### src/hdl/pgm_pkg.sv
// Shared constants, codes and control types of the path glob matcher.
package pgm_pkg;

  localparam int PATTERN_MAX_DEF = 64;
  localparam int FUNC_W = 2;
  localparam int CH_W = 8;

  localparam logic [FUNC_W-1:0] FUNC_CLEAR  = 2'd0;
  localparam logic [FUNC_W-1:0] FUNC_APPEND = 2'd1;
  localparam logic [FUNC_W-1:0] FUNC_PATH   = 2'd2;
  localparam logic [FUNC_W-1:0] FUNC_END    = 2'd3;

  localparam logic [CH_W-1:0] CH_STAR  = 8'h2A;
  localparam logic [CH_W-1:0] CH_QUEST = 8'h3F;
  localparam logic [CH_W-1:0] CH_SLASH = 8'h2F;

  typedef struct packed {
    logic clear;
    logic append;
    logic restart;
    logic load;
    logic close;
    logic step;
  } dp_cmd_t;

  typedef struct packed {
    logic closed;
  } dp_stat_t;

  typedef struct packed {
    logic matched;
    logic too_long;
  } result_t;

endpackage

### src/hdl/pgm_cmd_if.sv
// Command channel of the path glob matcher: function code and byte.
interface pgm_cmd_if;
  import pgm_pkg::*;

  logic              valid;
  logic              ready;
  logic [FUNC_W-1:0] func;
  logic [CH_W-1:0]   ch;

  modport source (output valid, output func, output ch, input ready);
  modport sink (input valid, input func, input ch, output ready);
endinterface

### src/hdl/pgm_res_if.sv
// Result channel of the path glob matcher: match and overflow flags.
interface pgm_res_if;
  logic valid;
  logic ready;
  logic matched;
  logic too_long;

  modport source (output valid, output matched, output too_long, input ready);
  modport sink (input valid, input matched, input too_long, output ready);
endinterface

### src/hdl/path_glob_matcher.sv
// Top level of the path glob matcher: controller, datapath and result buffer.
//
// Items arrive on cmd as a function code and a byte. Clear empties the stored
// pattern, append adds one pattern byte, a path byte advances the match, and
// end of path produces one item on res carrying matched and too_long.
// A path byte is taken and then occupies the datapath for the star-skip rounds
// that still add positions to the active set, then for the step that consumes
// it; the number of rounds is bounded by the longest chain of stars that jump
// into one another, since every round runs one skip for all pattern positions
// in parallel. The result of an end of path is registered into a two-entry
// result buffer between the datapath and res, and shows on res once earlier
// results are taken. The block keeps taking items while a result waits;
// cmd.ready falls while a path byte occupies the datapath, and when both
// entries are full, until the receiver takes one.
// After reset the pattern is empty, the overflow flag is clear, no result is
// pending and only position zero is active. The pattern bytes themselves are
// not cleared; the stored length alone tells which of them count.
// A pattern that grows beyond PATTERN_MAX bytes keeps its first bytes, flags
// too_long on every result and forces matched low until the next clear.
module path_glob_matcher #(
  parameter int PATTERN_MAX = pgm_pkg::PATTERN_MAX_DEF
) (
  input logic        clk,
  input logic        rst,
  pgm_cmd_if.sink    cmd,
  pgm_res_if.source  res
);
  import pgm_pkg::*;

  dp_cmd_t  ctl;
  dp_stat_t stat;
  result_t  result;
  result_t  res_item;
  logic     push;
  logic     ob_full;

  pgm_ctrl u_ctrl (
    .clk     (clk),
    .rst     (rst),
    .valid   (cmd.valid),
    .func    (cmd.func),
    .ob_full (ob_full),
    .stat    (stat),
    .ready   (cmd.ready),
    .ctl     (ctl),
    .push    (push)
  );

  pgm_dp #(
    .PATTERN_MAX (PATTERN_MAX)
  ) u_dp (
    .clk    (clk),
    .rst    (rst),
    .ctl    (ctl),
    .ch     (cmd.ch),
    .stat   (stat),
    .result (result)
  );

  pgm_obuf u_obuf (
    .clk       (clk),
    .rst       (rst),
    .push      (push),
    .din       (result),
    .pop_ready (res.ready),
    .valid     (res.valid),
    .dout      (res_item),
    .full      (ob_full)
  );

  assign res.matched  = res_item.matched;
  assign res.too_long = res_item.too_long;
endmodule

### src/hdl/pgm_dp.sv
// Datapath: pattern registers, per-position flags and the active position vector.
module pgm_dp #(
  parameter int PATTERN_MAX = pgm_pkg::PATTERN_MAX_DEF
) (
  input  logic                  clk,
  input  logic                  rst,
  input  pgm_pkg::dp_cmd_t      ctl,
  input  logic [pgm_pkg::CH_W-1:0] ch,
  output pgm_pkg::dp_stat_t     stat,
  output pgm_pkg::result_t      result
);
  import pgm_pkg::*;

  localparam int LW = $clog2(PATTERN_MAX + 1);
  localparam int NP = PATTERN_MAX + 1;

  logic [CH_W-1:0]        pat [PATTERN_MAX];
  logic [LW-1:0]          len;
  logic [PATTERN_MAX-1:0] inpat;
  logic [PATTERN_MAX-1:0] star;
  logic [PATTERN_MAX-1:0] quest;
  logic [PATTERN_MAX-1:0] dstar;
  logic [PATTERN_MAX-1:0] dslash;
  logic [NP-1:0]          tail_ok;
  logic [NP-1:0]          act;
  logic [NP-1:0]          add;
  logic [NP-1:0]          nxt;
  logic                   ovf;
  logic [CH_W-1:0]        chr;
  logic                   full;
  logic                   slash;

  assign full  = (len == LW'(PATTERN_MAX));
  assign slash = (chr == CH_SLASH);

  // Pattern bytes; each cell compares its own byte, so no reset is needed.
  always_ff @(posedge clk) begin
    for (int p = 0; p < PATTERN_MAX; p++) begin
      if (ctl.append && !full && len == LW'(p)) begin
        pat[p] <= ch;
      end
    end
  end

  always_ff @(posedge clk) begin
    if (rst || ctl.clear) begin
      len     <= '0;
      inpat   <= '0;
      star    <= '0;
      quest   <= '0;
      dstar   <= '0;
      dslash  <= '0;
      tail_ok <= NP'(1);
      ovf     <= 1'b0;
    end else if (ctl.append) begin
      if (full) begin
        ovf <= 1'b1;
      end else begin
        len <= len + LW'(1);
        for (int p = 0; p < PATTERN_MAX; p++) begin
          if (len == LW'(p)) begin
            inpat[p] <= 1'b1;
            star[p]  <= (ch == CH_STAR);
            quest[p] <= (ch == CH_QUEST);
          end
        end
        for (int p = 1; p < PATTERN_MAX; p++) begin
          if (len == LW'(p) && ch == CH_STAR && star[p-1]) begin
            dstar[p-1] <= 1'b1;
          end
        end
        for (int p = 2; p < PATTERN_MAX; p++) begin
          if (len == LW'(p) && ch == CH_SLASH && dstar[p-2]) begin
            dslash[p-2] <= 1'b1;
          end
        end
        // Positions from which only stars remain up to the pattern end.
        if (ch == CH_STAR) begin
          for (int q = 1; q < NP; q++) begin
            if (len == LW'(q - 1)) begin
              tail_ok[q] <= 1'b1;
            end
          end
        end else begin
          tail_ok <= NP'(1) << (len + LW'(1));
        end
      end
    end
  end

  always_ff @(posedge clk) begin
    if (ctl.load) begin
      chr <= ch;
    end
  end

  always_ff @(posedge clk) begin
    if (rst || ctl.restart) begin
      act <= NP'(1);
    end else if (ctl.close) begin
      act <= act | add;
    end else if (ctl.step) begin
      act <= nxt;
    end
  end

  // One round of star skips: an active star hands activity past its token.
  always_comb begin
    add = '0;
    for (int p = 0; p < PATTERN_MAX; p++) begin
      if (act[p] && star[p]) begin
        if (dslash[p]) begin
          if (p + 3 < NP) add[p+3] = 1'b1;
        end else if (dstar[p]) begin
          if (p + 2 < NP) add[p+2] = 1'b1;
        end else begin
          add[p+1] = 1'b1;
        end
      end
    end
  end

  // Consumption of one path byte by every active position at once.
  always_comb begin
    nxt = '0;
    for (int p = 0; p < PATTERN_MAX; p++) begin
      if (act[p] && inpat[p]) begin
        if (star[p]) begin
          if (dstar[p]) begin
            nxt[p] = 1'b1;
            if (dslash[p]) begin
              if (p + 3 < NP) nxt[p+3] = 1'b1;
            end else begin
              if (p + 2 < NP) nxt[p+2] = 1'b1;
            end
          end else if (!slash) begin
            nxt[p] = 1'b1;
          end
        end else if (quest[p]) begin
          if (!slash) nxt[p+1] = 1'b1;
        end else if (pat[p] == chr) begin
          nxt[p+1] = 1'b1;
        end
      end
    end
  end

  assign stat.closed     = ~|(add & ~act);
  assign result.matched  = !ovf && |(act & tail_ok);
  assign result.too_long = ovf;

`ifndef NO_ASSERTIONS
  a_restart_one : assert property (@(posedge clk) disable iff (rst)
    ctl.restart |=> act == NP'(1))
    else $error("active set not restarted to position zero");
  a_close_grows : assert property (@(posedge clk) disable iff (rst)
    ctl.close |=> $countones(act) > $past($countones(act)))
    else $error("closure round added no position");
  a_ovf_full : assert property (@(posedge clk) disable iff (rst)
    ovf |-> len == LW'(PATTERN_MAX))
    else $error("overflow flagged below capacity");
  a_tail_end : assert property (@(posedge clk) disable iff (rst)
    tail_ok[len])
    else $error("pattern end not an accepting position");
`endif
endmodule

### src/hdl/pgm_ctrl.sv
// Controller: decodes accepted items and sequences the star closure rounds.
module pgm_ctrl (
  input  logic                       clk,
  input  logic                       rst,
  input  logic                       valid,
  input  logic [pgm_pkg::FUNC_W-1:0] func,
  input  logic                       ob_full,
  input  pgm_pkg::dp_stat_t          stat,
  output logic                       ready,
  output pgm_pkg::dp_cmd_t           ctl,
  output logic                       push
);
  import pgm_pkg::*;

  localparam logic ST_IDLE  = 1'b0;
  localparam logic ST_CLOSE = 1'b1;

  logic state;
  logic state_next;
  logic acc;

  assign ready = (state == ST_IDLE) && !ob_full;
  assign acc   = valid && ready;

  always_comb begin
    ctl        = '0;
    push       = 1'b0;
    state_next = state;
    case (state)
      ST_IDLE: begin
        if (acc) begin
          case (func)
            FUNC_CLEAR: begin
              ctl.clear   = 1'b1;
              ctl.restart = 1'b1;
            end
            FUNC_APPEND: begin
              ctl.append  = 1'b1;
              ctl.restart = 1'b1;
            end
            FUNC_PATH: begin
              ctl.load   = 1'b1;
              state_next = ST_CLOSE;
            end
            default: begin
              push        = 1'b1;
              ctl.restart = 1'b1;
            end
          endcase
        end
      end
      default: begin
        if (stat.closed) begin
          ctl.step   = 1'b1;
          state_next = ST_IDLE;
        end else begin
          ctl.close = 1'b1;
        end
      end
    endcase
  end

  always_ff @(posedge clk) begin
    if (rst) begin
      state <= ST_IDLE;
    end else begin
      state <= state_next;
    end
  end
endmodule

### src/hdl/pgm_obuf.sv
// Two-entry result buffer between the matcher and the result channel.
module pgm_obuf (
  input  logic             clk,
  input  logic             rst,
  input  logic             push,
  input  pgm_pkg::result_t din,
  input  logic             pop_ready,
  output logic             valid,
  output pgm_pkg::result_t dout,
  output logic             full
);
  import pgm_pkg::*;

  logic [1:0] count;
  result_t    head;
  result_t    tail;
  logic       pop;

  assign valid = (count != 2'd0);
  assign full  = (count == 2'd2);
  assign dout  = head;
  assign pop   = valid && pop_ready;

  always_ff @(posedge clk) begin
    if (push && (count == 2'd0 || (count == 2'd1 && pop))) begin
      head <= din;
    end else if (pop && count == 2'd2) begin
      head <= tail;
    end
    if (push && ((count == 2'd1 && !pop) || (count == 2'd2 && pop))) begin
      tail <= din;
    end
  end

  always_ff @(posedge clk) begin
    if (rst) begin
      count <= 2'd0;
    end else if (push && !pop) begin
      count <= count + 2'd1;
    end else if (pop && !push) begin
      count <= count - 2'd1;
    end
  end
endmodule
### src/flat_wrapper.sv
// flat-port wrapper written by rule: the top's interface ports become plain ports
module path_glob_matcher_flat import pgm_pkg::*;
#(
  parameter int PATTERN_MAX = pgm_pkg::PATTERN_MAX_DEF
)
  (clk, rst, cmd_valid, cmd_func, cmd_ch, cmd_ready, res_valid, res_matched, res_too_long, res_ready);
  pgm_cmd_if cmd_i ();
  pgm_res_if res_i ();
  input logic clk;
  input logic rst;
  input wire logic [$bits(cmd_i.valid)-1:0] cmd_valid;
  input wire logic [$bits(cmd_i.func)-1:0] cmd_func;
  input wire logic [$bits(cmd_i.ch)-1:0] cmd_ch;
  output wire logic [$bits(cmd_i.ready)-1:0] cmd_ready;
  output wire logic [$bits(res_i.valid)-1:0] res_valid;
  output wire logic [$bits(res_i.matched)-1:0] res_matched;
  output wire logic [$bits(res_i.too_long)-1:0] res_too_long;
  input wire logic [$bits(res_i.ready)-1:0] res_ready;
  assign cmd_i.valid = cmd_valid;
  assign cmd_i.func = cmd_func;
  assign cmd_i.ch = cmd_ch;
  assign cmd_ready = cmd_i.ready;
  assign res_valid = res_i.valid;
  assign res_matched = res_i.matched;
  assign res_too_long = res_i.too_long;
  assign res_i.ready = res_ready;
  path_glob_matcher #(.PATTERN_MAX(PATTERN_MAX)) u_core (.clk(clk), .rst(rst), .cmd(cmd_i), .res(res_i));
endmodule
### config.mk
export PLATFORM = sky130hd
export DESIGN_NAME = path_glob_matcher_flat
export DESIGN_NICKNAME = d
export VERILOG_FILES = /design/src/hdl/pgm_pkg.sv /design/src/hdl/pgm_cmd_if.sv /design/src/hdl/pgm_res_if.sv /design/src/hdl/path_glob_matcher.sv /design/src/hdl/pgm_dp.sv /design/src/hdl/pgm_ctrl.sv /design/src/hdl/pgm_obuf.sv /design/src/flat_wrapper.sv
export SDC_FILE = /design/constraint.sdc
export NUM_CORES = 2
export LEC_CHECK = 0
export ABC_AREA = 1
export BUFFER_PORTS_ARGS = -buffer_cell sky130_fd_sc_hd__buf_2
export CAP_MARGIN = 30
export CORE_MARGIN = 2
export CORE_UTILIZATION = 55
export DETAILED_ROUTE_END_ITERATION = 10
export MAX_ROUTING_LAYER = met4
export PLACE_DENSITY = 0.71
export SYNTH_ARGS = -nofsm -noshare
export SYNTH_HDL_FRONTEND = slang
export SYNTH_SLANG_ARGS = --single-unit
### constraint.sdc
create_clock -name clk -period 5.7 [get_ports clk]
set_clock_uncertainty 0.1 [all_clocks]
set_input_delay 0.285 -clock clk [delete_from_list [all_inputs] [get_ports clk]]
set_output_delay 0.285 -clock clk [all_outputs]
set_load 0.02 [all_outputs]
==> results.yml <==
worst_setup_path:
  worst_path_most_repeated_cell: "sky130_fd_sc_hd__inv_1"
  critPathCaptureType: "flip-flop"
  setup.worst_path.class: "flip-flop to flip-flop"
  required_ns: 6.21
  setup.worst_path.start_class: "flip-flop"
  max_stage_delay_ns: 1.01
  cp_top_family: "simple AND/OR/NAND/NOR gates"
  largest_fanout_of_any_net_on_the_critical_path: 41
  crit_chain: "inv_1 > ha_1 > nor2_2 > nand2_2 > nor3_4 > buf_4 > o21ai_2 > inv_1 > buf_4 > nand2_2 > nor2_2 > nand3_1 > nand2_1 > nand2_1 > inv_1"
  cp_slowest_cell: "sky130_fd_sc_hd__nor2_2"
  worstPathBufferInverterCount: 5
  arrival_ns: 5.06
detailed_routing:
  route.vias.total: 39600
  ant_nets: 0
  remaining_drc_errors: 0
  drt_iter0_markers: 4894
  route.detailed.vias_per_inst: 6.06
  drt-wirelength-per-cell_um: 23.7
  drtPass1Iterations: 8
  detail_route.wirelength_mm: 155
synth:
  yosys-top-cells-area: "sky130_fd_sc_hd__edfxtp_1 35%, sky130_fd_sc_hd__dfxtp_1 20%, sky130_fd_sc_hd__nand2_1 9.5%"
  yosys.area_share.adder_pct: 0.247
  yosys-top-cells-count: "1150 x sky130_fd_sc_hd__nand2_1, 620 x sky130_fd_sc_hd__nor2_1, 524 x sky130_fd_sc_hd__edfxtp_1"
  netlist.area_leader.share_pct: 34.5
  postSynthCellCount: 5392
  synth_warnings: 0
  synthFlopType: "sky130_fd_sc_hd__edfxtp_1"
  synth.avg_cell_area_sq_um: 8.46
  post-synth-top-count-cell: "sky130_fd_sc_hd__nand2_1"
  synth_seq_cells: 982
  post_synth_edffs: 524
  syn_area_sq_um: 45600
  synth.yosys.seq_area_share_pct: 54.6
  async_flop_share_pct: 0
  net_count_after_synthesis: 5415
  synth_mux_area_share_pct: 0
  yosys.area_share.simple_pct: 22.6
  synth-compound-area-share_pct: 11.8
  synth_cell_type_count: 48
  synth_xor_xnor_area_share_pct: 4.26
  synth.largest_area_cell: "sky130_fd_sc_hd__edfxtp_1"
  largest_family_of_logic_cells_by_synthesized_area: "simple AND/OR/NAND/NOR gates"
clock_tree:
  tritoncts: "built"
  clk_latency_ns: 0.68
  clock_path_buffers: 3
  clock_tree.root_cell: "sky130_fd_sc_hd__clkbuf_16"
  cts_inserted_buffers: 103
  worst_setup_hold_path_clk_slew_ns: 0.07
  ctsHtreeMaxLevel: 3
  post-cts-setup-buffers: 0
  cts.sink_count: 982
power:
  power_total_mw: 15.3
  switchingPower_mw: 3.55
  internal-power_mw: 11.8
  ir_worst_vdd_uv: 294
  power.share.switching_pct: 23.2
  power_per_cell_area_nw_per_um2: 304
  p_comb_share_pct: 5.3
  p_clk_share_pct: 45.7
  sequential_power_share_pct: 49.1
  leakage_power_nw: 19.0
sta:
  final-setup-viol-count: 0
  maxSlewViolCount: 0
  post-route-period-util_pct: 79.7
  worst_slew_pin_slew_ns: 1.08
  finalCriticalPeriod_ns: 4.55
  grt_setup_unrepaired: "false"
  setup_slack_ns: 1.15
  hold_ws_ns: 0.0113
  maxSlewHeadroom_pct: 27.9
  f_max_mhz: 220
  timing.setup.tns_ns: 0
  timing_hold_violations_final: 0
global_route:
  met1_usage_pct: 49.5
  global_route_wire_length_before_repair_mm: 229
  first_global_vias: 36500
  grt_start_max_net_pins: 172
  gr-total-overflow: 0
  global_route.peak_usage_layer: "met2"
  grt_antenna_before_repair: 4
  grt.met2_usage_pct: 55.5
  track_usage_pct: 36.8
  grt_util_met3_pct: 6.25
final_layout:
  sequential_cell_area_sq_um: 24900
  final_net_count: 5389
  areaGrowthSynthToFinish_pct: 10.7
  multi_input_area_sq_um: 17800
  num-fill-cells: 7085
  share_of_final_layout_standard_cells_stronger_than_drive_strength_1_pct: 6.22
status:
  outcome: "complete, no violations"
floorplanning:
  fp.dieArea_sq_um: 85200
  dieWidth_um: 292
  std_cell_rows: 105
  die_h_um: 292
  floorplan.io_pins: 18
  core_area_sq_um: 82100
  starting_density_of_the_core_pct: 55.5
placement:
  dpl_worst_slack_ns: 1.27
  numPortBuffers: 17
  finalWeightedCongestion: 1.04
  dp_hpwl_mm: 100
run:
  drv_cap: 0
worst_hold_path:
  timing.hold.worst.class: "primary input to flip-flop"
flip-flops by register name, summed over array words and instances (netlist names), 8 cells and up:
name                 count
u_core.u_dp.act         65
u_core.u_dp.chr          8
u_core.u_dp.dslash      62
u_core.u_dp.dstar       63
u_core.u_dp.inpat       64
u_core.u_dp.pat        512
u_core.u_dp.quest       64
u_core.u_dp.star        64
u_core.u_dp.tail_ok     65
placed cells by master, fill, tap and decap left out, drive strengths merged, types with 19 or more instances in the layout:
cell type,n
a31oi,59
nor2,635
o211ai,19
o22ai,58
buf,101
a211oi,37
nor4,28
nand4,112
clkinv,47
edfxtp,524
or2,35
xor2,119
dfxtp,458
nand3,304
a21oi,433
inv,520
nor3,168
xnor2,103
nand2,1152
o21ai,302
clkbuf,132
routing by layer:
metal	share of wire [%]	up-vias
li1	-	18100
met1	41	19000
met2	45	2102
met3	10	358
met4	4.2	0
met5	0	-
through the flow:
stage	cell area (sq um)	cells	util [%]
CTS	50300	6515	61.3
global route	50500	6524	61.4
finish	50500	6524	61.4
detailed placement	46800	6320	57.0
floorplan	45600	5392	-
global placement	46700	6311	56.8
worst paths after layout:
kind	startpoint	to	slack, ns	cells after the start
worst min register to register	u_core.u_dp.quest[63]	u_core.u_dp.quest[63]	0.36	2
worst max-delay path	u_core.u_obuf.count[0]	u_core.u_dp.tail_ok[26]	1.15	15
worst min-delay path	cmd_ch[2]	u_core.u_dp.pat[0][162]	0.01	1
worst max register to register	u_core.u_obuf.count[0]	u_core.u_dp.tail_ok[26]	1.15	15
worst reg2reg max path, delay by kind of cell (launching register included):
family / cells / cell delay [ns]
AO/OA/AOI/OAI: 1 / 0.12
adder cells (fa/ha/maj): 1 / 0.22
buffers and inverters: 5 / 1.18
flip-flops: 1 / 0.33
AND/OR/NAND/NOR: 8 / 2.55
cell families (layout without fill, tap and decap cells):
kind of cell    count (synthesis)  after routing
compound gates                972            972
xor+xnor                      222            222
fa+ha+maj                       9              9
buf+inv                       763            824
flops                         982            982
other cells                     0              1
simple gates                 2444           2444
final cells by class:
cell class / instances / share of cell area (%)
Tap cell: 1070 / 2.65
Sequential cell: 982 / 49.4
Antenna cell: 1 / 0.00496
Clock buffer: 132 / 5.59
Multi-Input combinational cell: 3647 / 35.3
Clock inverter: 60 / 1.36
Inverter: 528 / 3.95
Timing Repair Buffer: 104 / 1.77
power by group through the flow:
stage,Combinational (mW),Sequential [mW],Clock (mW)
CTS,0.780,7.52,7.03
floorplan,0.441,7.66,0
detailed placement,0.775,7.67,0
global placement,0.764,7.67,0
global route,0.856,7.52,7.32
finish,0.807,7.52,7.01
repair_timing:
action	4_1_cts	5_1_grt
hold buffers	3	0
endpoints found under the hold margin	7	0
gates resized for setup	0	0
Note: power is estimated with default switching activity, not from simulation.
